<file path="config.mk">
export PLATFORM = sky130hd
export DESIGN_NAME = maze_wall_follower_unit
export DESIGN_NICKNAME = d
export VERILOG_FILES = /design/src/rtl/mwf_pkg.sv /design/src/rtl/mwf_ram.sv /design/src/rtl/mwf_ctrl.sv /design/src/rtl/mwf_dp.sv /design/src/rtl/maze_wall_follower_unit.sv
export SDC_FILE = /design/constraint.sdc
export NUM_CORES = 2
export LEC_CHECK = 0
export ABC_AREA = 1
export BUFFER_PORTS_ARGS = -buffer_cell sky130_fd_sc_hd__clkbuf_2
export CORE_MARGIN = 3
export CORE_UTILIZATION = 44
export DETAILED_ROUTE_END_ITERATION = 12
export HOLD_SLACK_MARGIN = 0.03
export PLACE_DENSITY = 0.7
export SETUP_SLACK_MARGIN = 0.05
export SLEW_MARGIN = 20
export SYNTH_ARGS = -nofsm -noshare
export SYNTH_HDL_FRONTEND = slang
export SYNTH_HIERARCHICAL = 1
export SYNTH_SLANG_ARGS = --single-unit
</file>
<file path="constraint.sdc">
create_clock -name clk -period 33.1 [get_ports clk]
set_clock_uncertainty 0.15 [all_clocks]
set_input_delay 1.655 -clock clk [delete_from_list [all_inputs] [get_ports clk]]
set_output_delay 1.655 -clock clk [all_outputs]
set_load 0.01 [all_outputs]
</file>
<file path="src/rtl/mwf_pkg.sv">
// shared types, codes and helper functions of the maze wall follower
package mwf_pkg;

  // default grid size
  localparam int GRID_ROWS_DEF = 32;
  localparam int GRID_COLS_DEF = 32;

  // stream and configuration widths
  localparam int IN_DATA_W  = 16;
  localparam int IN_USER_W  = 2;
  localparam int OUT_DATA_W = 24;
  localparam int CFG_IDX_W  = 1;
  localparam int CFG_DATA_W = 5;
  localparam int POS_W      = 5;

  // configuration register indexes
  localparam logic [CFG_IDX_W-1:0] CFG_GOAL_ROW = 1'b0;
  localparam logic [CFG_IDX_W-1:0] CFG_GOAL_COL = 1'b1;

  // request kinds
  localparam logic [1:0] KIND_LOAD = 2'd0;
  localparam logic [1:0] KIND_READ = 2'd1;
  localparam logic [1:0] KIND_STEP = 2'd2;

  // heading codes
  localparam logic [2:0] HEAD_NONE  = 3'd0;
  localparam logic [2:0] HEAD_NORTH = 3'd1;
  localparam logic [2:0] HEAD_EAST  = 3'd2;
  localparam logic [2:0] HEAD_SOUTH = 3'd3;
  localparam logic [2:0] HEAD_WEST  = 3'd4;

  // cell contents: bit 0 wall, bit 1 visited
  localparam logic [1:0] CELL_OPEN = 2'b00;
  localparam logic [1:0] CELL_WALL = 2'b01;
  localparam logic [1:0] CELL_SEEN = 2'b10;

  typedef enum logic [2:0] {
    ST_CLEAR,
    ST_IDLE,
    ST_DISPATCH,
    ST_CELL_WAIT,
    ST_CAND,
    ST_EVAL,
    ST_MARK_NEW,
    ST_FINISH
  } mwf_state_t;

  // controller to datapath
  typedef struct packed {
    logic latch;
    logic clr_write;
    logic load_write;
    logic cell_read;
    logic read_outside;
    logic cell_capture;
    logic mark_cur;
    logic cand_read;
    logic cand_next;
    logic cand_take;
    logic turn;
    logic mark_new;
    logic out_load;
  } mwf_cmd_t;

  // datapath to controller
  typedef struct packed {
    logic [1:0] kind;
    logic       item_inside;
    logic       at_goal;
    logic       cand_more;
    logic       cand_inside;
    logic       cand_open;
    logic       clr_last;
    logic       out_free;
  } mwf_stat_t;

  // a real heading is north, east, south or west
  function automatic logic head_valid(input logic [2:0] d);
    return (d == HEAD_NORTH) || (d == HEAD_EAST) || (d == HEAD_SOUTH) || (d == HEAD_WEST);
  endfunction

  // number of directions tried: right, forward, left, or only west without heading
  function automatic logic [1:0] cand_count(input logic [2:0] d);
    return head_valid(d) ? 2'd3 : 2'd1;
  endfunction

  // direction of try number idx
  function automatic logic [2:0] cand_dir(input logic [2:0] d, input logic [1:0] idx);
    logic [2:0] res;
    res = HEAD_WEST;
    if (head_valid(d)) begin
      case (idx)
        2'd0:    res = (d == HEAD_WEST) ? HEAD_NORTH : d + 3'd1;
        2'd1:    res = d;
        default: res = (d == HEAD_NORTH) ? HEAD_WEST : d - 3'd1;
      endcase
    end
    return res;
  endfunction

  // heading after a turn in place
  function automatic logic [2:0] turn_dir(input logic [2:0] d);
    logic [2:0] res;
    res = HEAD_SOUTH;
    case (d)
      HEAD_NORTH: res = HEAD_SOUTH;
      HEAD_EAST:  res = HEAD_WEST;
      HEAD_SOUTH: res = HEAD_NORTH;
      HEAD_WEST:  res = HEAD_EAST;
      default:    res = HEAD_SOUTH;
    endcase
    return res;
  endfunction

endpackage

</file>
<file path="src/rtl/mwf_ram.sv">
// generic single-port ram with registered read
module mwf_ram #(
  parameter int WIDTH = 2,
  parameter int DEPTH = 1024,
  localparam int AW = $clog2(DEPTH)
) (
  input  logic             clk,
  input  logic             we,
  input  logic [AW-1:0]    addr,
  input  logic [WIDTH-1:0] wdata,
  output logic [WIDTH-1:0] rdata
);

  logic [WIDTH-1:0] mem [DEPTH];

  // write and registered read on one port
  always_ff @(posedge clk) begin
    if (we) begin
      mem[addr] <= wdata;
    end
    rdata <= mem[addr];
  end

endmodule

</file>
<file path="src/rtl/mwf_ctrl.sv">
// sequencing state machine of the maze wall follower
module mwf_ctrl import mwf_pkg::*; (
  input  logic      clk,
  input  logic      rst,
  input  logic      s_tvalid,
  output logic      s_tready,
  input  mwf_stat_t stat,
  output mwf_cmd_t  cmd
);

  mwf_state_t state, state_next;

  // state register
  always_ff @(posedge clk) begin
    if (rst) begin
      state <= ST_CLEAR;
    end else begin
      state <= state_next;
    end
  end

  assign s_tready = (state == ST_IDLE);

  // next state and commands
  always_comb begin
    state_next = state;
    cmd        = '0;
    case (state)
      ST_CLEAR: begin
        cmd.clr_write = 1'b1;
        if (stat.clr_last) begin
          state_next = ST_IDLE;
        end
      end
      ST_IDLE: begin
        if (s_tvalid) begin
          cmd.latch  = 1'b1;
          state_next = ST_DISPATCH;
        end
      end
      ST_DISPATCH: begin
        state_next = ST_FINISH;
        case (stat.kind)
          KIND_LOAD: cmd.load_write = stat.item_inside;
          KIND_READ: begin
            if (stat.item_inside) begin
              cmd.cell_read = 1'b1;
              state_next    = ST_CELL_WAIT;
            end else begin
              cmd.read_outside = 1'b1;
            end
          end
          KIND_STEP: begin
            if (!stat.at_goal) begin
              cmd.mark_cur = 1'b1;
              state_next   = ST_CAND;
            end
          end
          default: state_next = ST_FINISH;
        endcase
      end
      ST_CELL_WAIT: begin
        cmd.cell_capture = 1'b1;
        state_next       = ST_FINISH;
      end
      ST_CAND: begin
        // try the next direction, skipping reads off the grid
        if (!stat.cand_more) begin
          cmd.turn   = 1'b1;
          state_next = ST_FINISH;
        end else if (stat.cand_inside) begin
          cmd.cand_read = 1'b1;
          state_next    = ST_EVAL;
        end else begin
          cmd.cand_next = 1'b1;
        end
      end
      ST_EVAL: begin
        if (stat.cand_open) begin
          cmd.cand_take = 1'b1;
          state_next    = ST_MARK_NEW;
        end else begin
          cmd.cand_next = 1'b1;
          state_next    = ST_CAND;
        end
      end
      ST_MARK_NEW: begin
        cmd.mark_new = 1'b1;
        state_next   = ST_FINISH;
      end
      ST_FINISH: begin
        if (stat.out_free) begin
          cmd.out_load = 1'b1;
          state_next   = ST_IDLE;
        end
      end
      default: state_next = ST_CLEAR;
    endcase
  end

endmodule

</file>
<file path="src/rtl/mwf_dp.sv">
// datapath: walker position, heading, goal, ram port select and result register
module mwf_dp import mwf_pkg::*; #(
  parameter int GRID_ROWS = GRID_ROWS_DEF,
  parameter int GRID_COLS = GRID_COLS_DEF,
  localparam int CELLS = GRID_ROWS * GRID_COLS,
  localparam int AW = $clog2(CELLS)
) (
  input  logic                  clk,
  input  logic                  rst,
  input  logic                  cfg_we,
  input  logic [CFG_IDX_W-1:0]  cfg_index,
  input  logic [CFG_DATA_W-1:0] cfg_data,
  input  logic [IN_DATA_W-1:0]  s_tdata,
  input  logic [IN_USER_W-1:0]  s_tuser,
  input  logic                  m_tready,
  input  mwf_cmd_t              cmd,
  output mwf_stat_t             stat,
  output logic                  ram_we,
  output logic [AW-1:0]         ram_addr,
  output logic [1:0]            ram_wdata,
  input  logic [1:0]            ram_rdata,
  output logic                  m_tvalid,
  output logic [OUT_DATA_W-1:0] m_tdata
);

  localparam int RW  = $clog2(GRID_ROWS);
  localparam int CW  = $clog2(GRID_COLS);
  localparam int RXW = ((RW > POS_W) ? RW : POS_W) + 1;
  localparam int CXW = ((CW > POS_W) ? CW : POS_W) + 1;

  logic [POS_W-1:0] goal_row, goal_col;
  logic [RW-1:0]    pos_row;
  logic [CW-1:0]    pos_col;
  logic [2:0]       dir;
  logic [1:0]       cand_idx;
  logic [AW-1:0]    clr_cnt;

  logic [1:0]       item_kind;
  logic [POS_W-1:0] item_row, item_col;
  logic             item_wall;
  logic             moved_r, wall_r, seen_r;

  logic             out_valid;
  logic [POS_W-1:0] out_row, out_col;
  logic [2:0]       out_head;
  logic             out_moved, out_arrived, out_wall, out_seen;

  logic [2:0]       cdir;
  logic [RW-1:0]    n_row;
  logic [CW-1:0]    n_col;
  logic             n_inside;
  logic             item_inside, at_goal;
  logic [RW-1:0]    sel_row;
  logic [CW-1:0]    sel_col;

  // goal registers
  always_ff @(posedge clk) begin
    if (rst) begin
      goal_row <= '0;
      goal_col <= '0;
    end else if (cfg_we) begin
      case (cfg_index)
        CFG_GOAL_ROW: goal_row <= cfg_data;
        CFG_GOAL_COL: goal_col <= cfg_data;
        default: ;
      endcase
    end
  end

  // request capture
  always_ff @(posedge clk) begin
    if (cmd.latch) begin
      item_kind <= s_tuser;
      item_row  <= s_tdata[4:0];
      item_col  <= s_tdata[9:5];
      item_wall <= s_tdata[10];
    end
  end

  assign item_inside = (RXW'(item_row) < RXW'(GRID_ROWS)) &&
                       (CXW'(item_col) < CXW'(GRID_COLS));
  assign at_goal     = (RXW'(pos_row) == RXW'(goal_row)) &&
                       (CXW'(pos_col) == CXW'(goal_col));

  // neighbor in the direction under test
  assign cdir = cand_dir(dir, cand_idx);
  always_comb begin
    n_row    = pos_row;
    n_col    = pos_col;
    n_inside = 1'b0;
    case (cdir)
      HEAD_NORTH: begin
        n_row    = pos_row - RW'(1);
        n_inside = (pos_row != '0);
      end
      HEAD_EAST: begin
        n_col    = pos_col + CW'(1);
        n_inside = (pos_col != CW'(GRID_COLS - 1));
      end
      HEAD_SOUTH: begin
        n_row    = pos_row + RW'(1);
        n_inside = (pos_row != RW'(GRID_ROWS - 1));
      end
      HEAD_WEST: begin
        n_col    = pos_col - CW'(1);
        n_inside = (pos_col != '0);
      end
      default: n_inside = 1'b0;
    endcase
  end

  // ram port select
  always_comb begin
    sel_row   = pos_row;
    sel_col   = pos_col;
    ram_we    = 1'b0;
    ram_wdata = CELL_SEEN;
    if (cmd.load_write || cmd.cell_read) begin
      sel_row = RW'(item_row);
      sel_col = CW'(item_col);
    end else if (cmd.cand_read) begin
      sel_row = n_row;
      sel_col = n_col;
    end
    if (cmd.clr_write) begin
      ram_we    = 1'b1;
      ram_wdata = CELL_OPEN;
    end else if (cmd.load_write) begin
      ram_we    = 1'b1;
      ram_wdata = item_wall ? CELL_WALL : CELL_OPEN;
    end else if (cmd.mark_cur || cmd.mark_new) begin
      ram_we    = 1'b1;
    end
    ram_addr = cmd.clr_write ? clr_cnt : AW'(sel_row) * AW'(GRID_COLS) + AW'(sel_col);
  end

  // clearing sweep counter
  always_ff @(posedge clk) begin
    if (rst) begin
      clr_cnt <= '0;
    end else if (cmd.clr_write) begin
      clr_cnt <= clr_cnt + AW'(1);
    end
  end

  // walker position and heading
  always_ff @(posedge clk) begin
    if (rst) begin
      pos_row <= '0;
      pos_col <= '0;
      dir     <= HEAD_NONE;
    end else if (cmd.cand_take) begin
      pos_row <= n_row;
      pos_col <= n_col;
      dir     <= cdir;
    end else if (cmd.turn) begin
      dir     <= turn_dir(dir);
    end
  end

  // try counter
  always_ff @(posedge clk) begin
    if (cmd.mark_cur) begin
      cand_idx <= 2'd0;
    end else if (cmd.cand_next) begin
      cand_idx <= cand_idx + 2'd1;
    end
  end

  // per-request result flags
  always_ff @(posedge clk) begin
    if (cmd.latch) begin
      moved_r <= 1'b0;
      wall_r  <= 1'b0;
      seen_r  <= 1'b0;
    end else begin
      if (cmd.cand_take) begin
        moved_r <= 1'b1;
      end
      if (cmd.read_outside) begin
        wall_r <= 1'b1;
      end
      if (cmd.cell_capture) begin
        wall_r <= ram_rdata[0];
        seen_r <= ram_rdata[1];
      end
    end
  end

  // result register
  always_ff @(posedge clk) begin
    if (rst) begin
      out_valid <= 1'b0;
    end else if (cmd.out_load) begin
      out_valid <= 1'b1;
    end else if (m_tready) begin
      out_valid <= 1'b0;
    end
  end

  always_ff @(posedge clk) begin
    if (cmd.out_load) begin
      out_row     <= POS_W'(pos_row);
      out_col     <= POS_W'(pos_col);
      out_head    <= dir;
      out_moved   <= moved_r;
      out_arrived <= at_goal;
      out_wall    <= wall_r;
      out_seen    <= seen_r;
    end
  end

  assign m_tvalid = out_valid;
  assign m_tdata  = {7'b0, out_seen, out_wall, out_arrived, out_moved,
                     out_head, out_col, out_row};

  // status to the controller
  always_comb begin
    stat.kind        = item_kind;
    stat.item_inside = item_inside;
    stat.at_goal     = at_goal;
    stat.cand_more   = (cand_idx < cand_count(dir));
    stat.cand_inside = n_inside;
    stat.cand_open   = !ram_rdata[0];
    stat.clr_last    = (clr_cnt == AW'(CELLS - 1));
    stat.out_free    = !out_valid || m_tready;
  end

endmodule

</file>
<file path="src/rtl/maze_wall_follower_unit.sv">
// top level of the maze wall follower: controller, datapath and grid ram
// Right-hand wall follower over a GRID_ROWS x GRID_COLS grid of cells, each holding a wall
// bit and a visited bit in one single-port ram with registered read. A request is a cell
// load, a cell read or one walking step; every request gives exactly one result. After
// reset the block sweeps the ram to all open and unvisited, one cell a cycle, and takes
// no request meanwhile; goal writes on the configuration port are taken at any time.
// Requests are handled one at a time, in steps set by the single ram port and its
// registered read: a step off the goal is accepted, marks the current cell, reads and
// then evaluates each neighbor (skipping one that lies off the grid), then marks the new
// cell, or turns in place when every try is blocked, and hands the result to the output
// register. The next request is accepted while the last result still waits there; a
// result still waiting when the next one is ready holds the block in its finish state.
module maze_wall_follower_unit import mwf_pkg::*; #(
  parameter int GRID_ROWS = GRID_ROWS_DEF,
  parameter int GRID_COLS = GRID_COLS_DEF
) (
  input  logic                  clk,
  input  logic                  rst,
  // configuration write port
  input  logic                  cfg_we,
  input  logic [CFG_IDX_W-1:0]  cfg_index,
  input  logic [CFG_DATA_W-1:0] cfg_data,
  // request stream
  input  logic                  s_tvalid,
  output logic                  s_tready,
  input  logic [IN_DATA_W-1:0]  s_tdata,   // cell_row[4:0], cell_col[9:5], wall_in[10], zeros
  input  logic [IN_USER_W-1:0]  s_tuser,   // kind[1:0]
  // result stream
  output logic                  m_tvalid,
  input  logic                  m_tready,
  output logic [OUT_DATA_W-1:0] m_tdata    // walker_row[4:0], walker_col[9:5], heading[12:10],
                                           // moved[13], arrived[14], wall_out[15],
                                           // visited_out[16], zeros
);

  localparam int CELLS = GRID_ROWS * GRID_COLS;
  localparam int AW    = $clog2(CELLS);

  mwf_cmd_t      cmd;
  mwf_stat_t     stat;
  logic          ram_we;
  logic [AW-1:0] ram_addr;
  logic [1:0]    ram_wdata, ram_rdata;

  mwf_ctrl u_ctrl (
    .clk      (clk),
    .rst      (rst),
    .s_tvalid (s_tvalid),
    .s_tready (s_tready),
    .stat     (stat),
    .cmd      (cmd)
  );

  mwf_dp #(
    .GRID_ROWS (GRID_ROWS),
    .GRID_COLS (GRID_COLS)
  ) u_dp (
    .clk       (clk),
    .rst       (rst),
    .cfg_we    (cfg_we),
    .cfg_index (cfg_index),
    .cfg_data  (cfg_data),
    .s_tdata   (s_tdata),
    .s_tuser   (s_tuser),
    .m_tready  (m_tready),
    .cmd       (cmd),
    .stat      (stat),
    .ram_we    (ram_we),
    .ram_addr  (ram_addr),
    .ram_wdata (ram_wdata),
    .ram_rdata (ram_rdata),
    .m_tvalid  (m_tvalid),
    .m_tdata   (m_tdata)
  );

  mwf_ram #(
    .WIDTH (2),
    .DEPTH (CELLS)
  ) u_grid (
    .clk   (clk),
    .we    (ram_we),
    .addr  (ram_addr),
    .wdata (ram_wdata),
    .rdata (ram_rdata)
  );

endmodule

</file>
==> impl_results.html <==
<table>
<tr><th>Metric</th><th>Value</th></tr>
<tr><th colspan="2">Floorplan</th></tr>
<tr><td>Core outline area</td><td>207500 um^2</td></tr>
<tr><td>Die Y</td><td>463.3 um</td></tr>
<tr><td>Horizontal die dimension</td><td>463.3 um</td></tr>
<tr><td>Die footprint</td><td>214600 um^2</td></tr>
<tr><td>I/O pins</td><td>55</td></tr>
<tr><td>Core Rows</td><td>167</td></tr>
<tr><td>Initial core utilization</td><td>0.4434</td></tr>
<tr><th colspan="2">Drt</th></tr>
<tr><td>Post-detailed-route DRC marker count</td><td>0</td></tr>
<tr><td>Post-detailed-route count of antenna-violating nets</td><td>0</td></tr>
<tr><td>Average via count per standard cell</td><td>5.285</td></tr>
<tr><td>Via count</td><td>63800</td></tr>
<tr><td>Total detailed-routing wirelength</td><td>238100 um</td></tr>
<tr><td>First-iteration detailed-routing DRC count</td><td>7273</td></tr>
<tr><td>Average wire per standard cell</td><td>19.73 um</td></tr>
<tr><td>Number of optimization iterations in the first detailed-route pass</td><td>7</td></tr>
<tr><th colspan="2">Status</th></tr>
<tr><td>Run status</td><td>complete, no violations</td></tr>
<tr><th colspan="2">Yosys</th></tr>
<tr><td>Ys Warns</td><td>6</td></tr>
<tr><td>Adder-cell share of the synthesized area</td><td>0.003019</td></tr>
<tr><td>Fraction of the yosys area taken by sequential cells</td><td>0.6878</td></tr>
<tr><td>Ranking of synthesized cells by area</td><td>sky130_fd_sc_hd__edfxtp_1, sky130_fd_sc_hd__nand2_1, sky130_fd_sc_hd__nor2_1</td></tr>
<tr><td>Share of the synthesized area in compound gates (AO/OA/AOI/OAI)</td><td>0.01439</td></tr>
<tr><td>Largest family of logic cells by synthesized area</td><td>simple AND/OR/NAND/NOR gates</td></tr>
<tr><td>Average instance area after synthesis</td><td>9.862 um^2</td></tr>
<tr><td>Top-area cell type share of the netlist area</td><td>0.6782</td></tr>
<tr><td>Cell type with the largest total area after synthesis</td><td>sky130_fd_sc_hd__edfxtp_1</td></tr>
<tr><td>Xor and xnor area share after synthesis</td><td>0.001238</td></tr>
<tr><td>Fraction of the mapped netlist area in simple logic gates</td><td>0.2598</td></tr>
<tr><td>Number of distinct standard cells referenced by the synthesized netlist</td><td>44</td></tr>
<tr><td>Combined area of all synthesized cells</td><td>92000 um^2</td></tr>
<tr><td>Multiplexer share of the synthesized area</td><td>0.0001088</td></tr>
<tr><td>Post-synthesis cell count</td><td>9329</td></tr>
<tr><td>Number of synthesized register bits</td><td>2122</td></tr>
<tr><th colspan="2">Critical path</th></tr>
<tr><td>Top fanout value on the critical path</td><td>136</td></tr>
<tr><td>Slowest cell on the critical path</td><td>sky130_fd_sc_hd__buf_4</td></tr>
<tr><td>Library cell appearing most often on the critical path</td><td>sky130_fd_sc_hd__nand2_1</td></tr>
<tr><td>Endpoint required time on the critical path</td><td>33.74 ns</td></tr>
<tr><td>Arrival time of data at the critical path endpoint</td><td>9.16 ns</td></tr>
<tr><td>Type of the worst setup path</td><td>reg2reg</td></tr>
<tr><td>Critical Path Sink Type</td><td>flip-flop</td></tr>
<tr><td>Largest stage delay on the critical path</td><td>0.83 ns</td></tr>
<tr><td>Type of origin of the critical path</td><td>flip-flop</td></tr>
<tr><th colspan="2">STA</th></tr>
<tr><td>Slew @ Worst Pin</td><td>1.160 ns</td></tr>
<tr><td>Fin Hold WS</td><td>0.3016 ns</td></tr>
<tr><td>Number of setup violations in the final report</td><td>0</td></tr>
<tr><td>Final worst path period share</td><td>0.2573</td></tr>
<tr><td>Crit path time final</td><td>8.518 ns</td></tr>
<tr><td>Final hold violation count</td><td>0</td></tr>
<tr><td>Max transition margin</td><td>0.2269</td></tr>
<tr><td>Unrepaired setup endpoints after global routing</td><td>false</td></tr>
<tr><td>Setup TNS after final layout</td><td>0 ns</td></tr>
<tr><td>Number of pins with negative max-slew slack in the final report</td><td>0</td></tr>
<tr><td>Highest achievable clock rate</td><td>117.4 MHz</td></tr>
<tr><th colspan="2">Cells and area</th></tr>
<tr><td>Number of standard cells in the layout, taps in and fillers out</td><td>12070</td></tr>
<tr><td>Sequential Area</td><td>63280 um^2</td></tr>
<tr><td>Share of layout cells above drive strength 1</td><td>0.06045</td></tr>
<tr><td>Final Cell Area</td><td>101100 um^2</td></tr>
<tr><td>Fill cell count</td><td>18370</td></tr>
<tr><td>Multi-input gate area in the final layout</td><td>26090 um^2</td></tr>
<tr><td>Net count reported at finish</td><td>9150</td></tr>
<tr><td>Signed area change from the synthesized netlist to the final layout</td><td>9.875%</td></tr>
<tr><th colspan="2">Clock network</th></tr>
<tr><td>Clk sinks</td><td>2122</td></tr>
<tr><td>Worst-case clock buffer depth</td><td>3</td></tr>
<tr><td>Clk_lat worst skew</td><td>0.85 ns</td></tr>
<tr><td>H-tree levels</td><td>4</td></tr>
<tr><td>Clock tree from TritonCTS</td><td>yes</td></tr>
<tr><td>Post CTS Setup Buffer Count</td><td>0</td></tr>
<tr><td>Number of hold buffers added after CTS</td><td>0</td></tr>
<tr><td>Resize count post-CTS</td><td>0</td></tr>
<tr><td>Post-CTS clock slew at the launch and capture registers of the worst setup and hold paths</td><td>0.06 ns</td></tr>
<tr><td>Clock tree root buffer cell</td><td>sky130_fd_sc_hd__clkbuf_16</td></tr>
<tr><td>Num CTS Buffers</td><td>211</td></tr>
<tr><th colspan="2">Global routing</th></tr>
<tr><td>Wire length of the first global-routing pass</td><td>358900 um</td></tr>
<tr><td>Residual overflow from global routing</td><td>0</td></tr>
<tr><td>Pin count of the biggest net entering global routing</td><td>278</td></tr>
<tr><td>Via count of the first global-routing pass</td><td>62050</td></tr>
<tr><td>Number of antenna violations at the first check in global routing</td><td>6</td></tr>
<tr><td>Overall track demand over capacity in global routing</td><td>0.2177</td></tr>
<tr><th colspan="2">Placement</th></tr>
<tr><td>Area after DPL</td><td>94310 um^2</td></tr>
<tr><td>Total half-perimeter wirelength after legalization and detailed placement</td><td>119200 um</td></tr>
<tr><td>Final Wtd Congestion</td><td>0.8360</td></tr>
<tr><td>Cells after DPL</td><td>11670</td></tr>
<tr><td>Count of port buffers added during placement</td><td>42</td></tr>
<tr><th colspan="2">Min path</th></tr>
<tr><td>Type of the most critical hold path</td><td>reg2reg</td></tr>
<tr><th colspan="2">Job</th></tr>
<tr><td>Maxcap violations</td><td>0</td></tr>
</table>
[cell families (layout without fill, tap and decap cells)]
group                      count (synthesis)  count (layout)
DFF                                     2122            2122
and+or+nand+nor                         6205            6205
xor gates and xnor gates                  13              13
muxes                                      1               1
other                                      2              11
adders and majority gates                 21              21
AOI/OAI and AO/OA                        256             256
buffers and inverters                    709             654
[stage by stage]
step	util	setup WS [ns]
5_1_grt	0.4872	23.90
2_1_floorplan	-	3.546
4_1_cts	0.4866	24.61
3_3_place_gp	0.4544	24.80
3_5_place_dp	0.4545	24.64
6_report	0.4872	24.58
[state kept, by name, indices dropped and copies added, names as in the netlist, 2 cells and up]
| name | count |
|---|---|
| u_ctrl/state | 3 |
| u_dp/cand_idx | 2 |
| u_dp/clr_cnt | 10 |
| u_dp/dir | 3 |
| u_dp/goal_col | 5 |
| u_dp/goal_row | 5 |
| u_dp/item_col | 5 |
| u_dp/item_kind | 2 |
| u_dp/item_row | 5 |
| u_dp/out_col | 5 |
| u_dp/out_head | 3 |
| u_dp/out_row | 5 |
| u_dp/pos_col | 5 |
| u_dp/pos_row | 5 |
| u_grid/mem | 2048 |
| u_grid/rdata | 2 |
[layout make-up]
cell class                      count  share of cell area
Clock buffer                      265             0.05466
Tap cell                         2788             0.03451
Sequential cell                  2122              0.6260
Inverter                          118            0.004604
Antenna cell                        3          0.00007426
Timing Repair Buffer              143             0.01088
Clock inverter                    128             0.01120
Multi-Input combinational cell   6504              0.2581
[cell usage after synthesis, drive strengths merged]
cell type	number
xor2	7
buf	280
a211oi	2
nor3	45
clkbuf	310
mux2i	1
edfxtp	2078
dfxtp	44
conb	2
o311ai	1
a31oi	4
o211ai	3
clkinv	1
nand3	272
nand2	4630
xnor2	6
a21oi	118
o21ai	124
nand3b	2
bufbuf	1
inv	117
ha	19
a22oi	4
nor3b	1
nand4	21
nor2	1229
nor4	1
or2	4
fa	2
[worst max-delay path, delay by kind of cell (launching register included)]
kind / cells / cell delay, ns
AND/OR/NAND/NOR: 21 / 2.70
adder cells (fa/ha/maj): 1 / 0.23
AO/OA/AOI/OAI: 5 / 1.09
flip-flops: 1 / 0.46
buffers and inverters: 7 / 3.73
[path summary, 6_finish.rpt]
kind / end / cells after the start / start / slack [ns]
max: u_grid/rdata[0]$_DFF_P_ / 34 / u_dp/dir[0]$_SDFFE_PP0P_ / 24.58
min: u_dp/out_wall$_DFFE_PP_ / 0 / u_dp/wall_r$_SDFFE_PP0P_ / 0.30
max reg2reg: u_grid/rdata[0]$_DFF_P_ / 34 / u_dp/dir[0]$_SDFFE_PP0P_ / 24.58
min reg2reg: u_dp/out_wall$_DFFE_PP_ / 0 / u_dp/wall_r$_SDFFE_PP0P_ / 0.30
[metal layers]
layer,global-route usage,vias to the layer above,part of all wire
met5,0,-,0
met4,0.08459,0,0.036
met3,0.03798,484,0.091
met2,0.3739,2745,0.49
met1,0.2741,30630,0.39
li1,-,29940,-
[cells in the final DEF, fill, tap and decap left out, drive strengths merged]
cell / count
o311ai: 1
xnor2: 6
nand4: 21
diode: 3
conb: 8
clkinv: 100
o211ai: 3
mux2i: 1
xor2: 7
clkinvlp: 5
nor3b: 1
fa: 2
inv: 126
a211oi: 2
nor2: 1229
nand3: 272
bufinv: 15
o21ai: 124
nand3b: 2
buf: 101
a31oi: 4
a22oi: 4
nor3: 45
a21oi: 118
nor4: 1
clkbuf: 307
edfxtp: 2078
ha: 19
dfxtp: 44
or2: 4
nand2: 4630
Power is not shown: default switching activity piles up to over one toggle a cycle in this logic, so the estimate is an artifact.
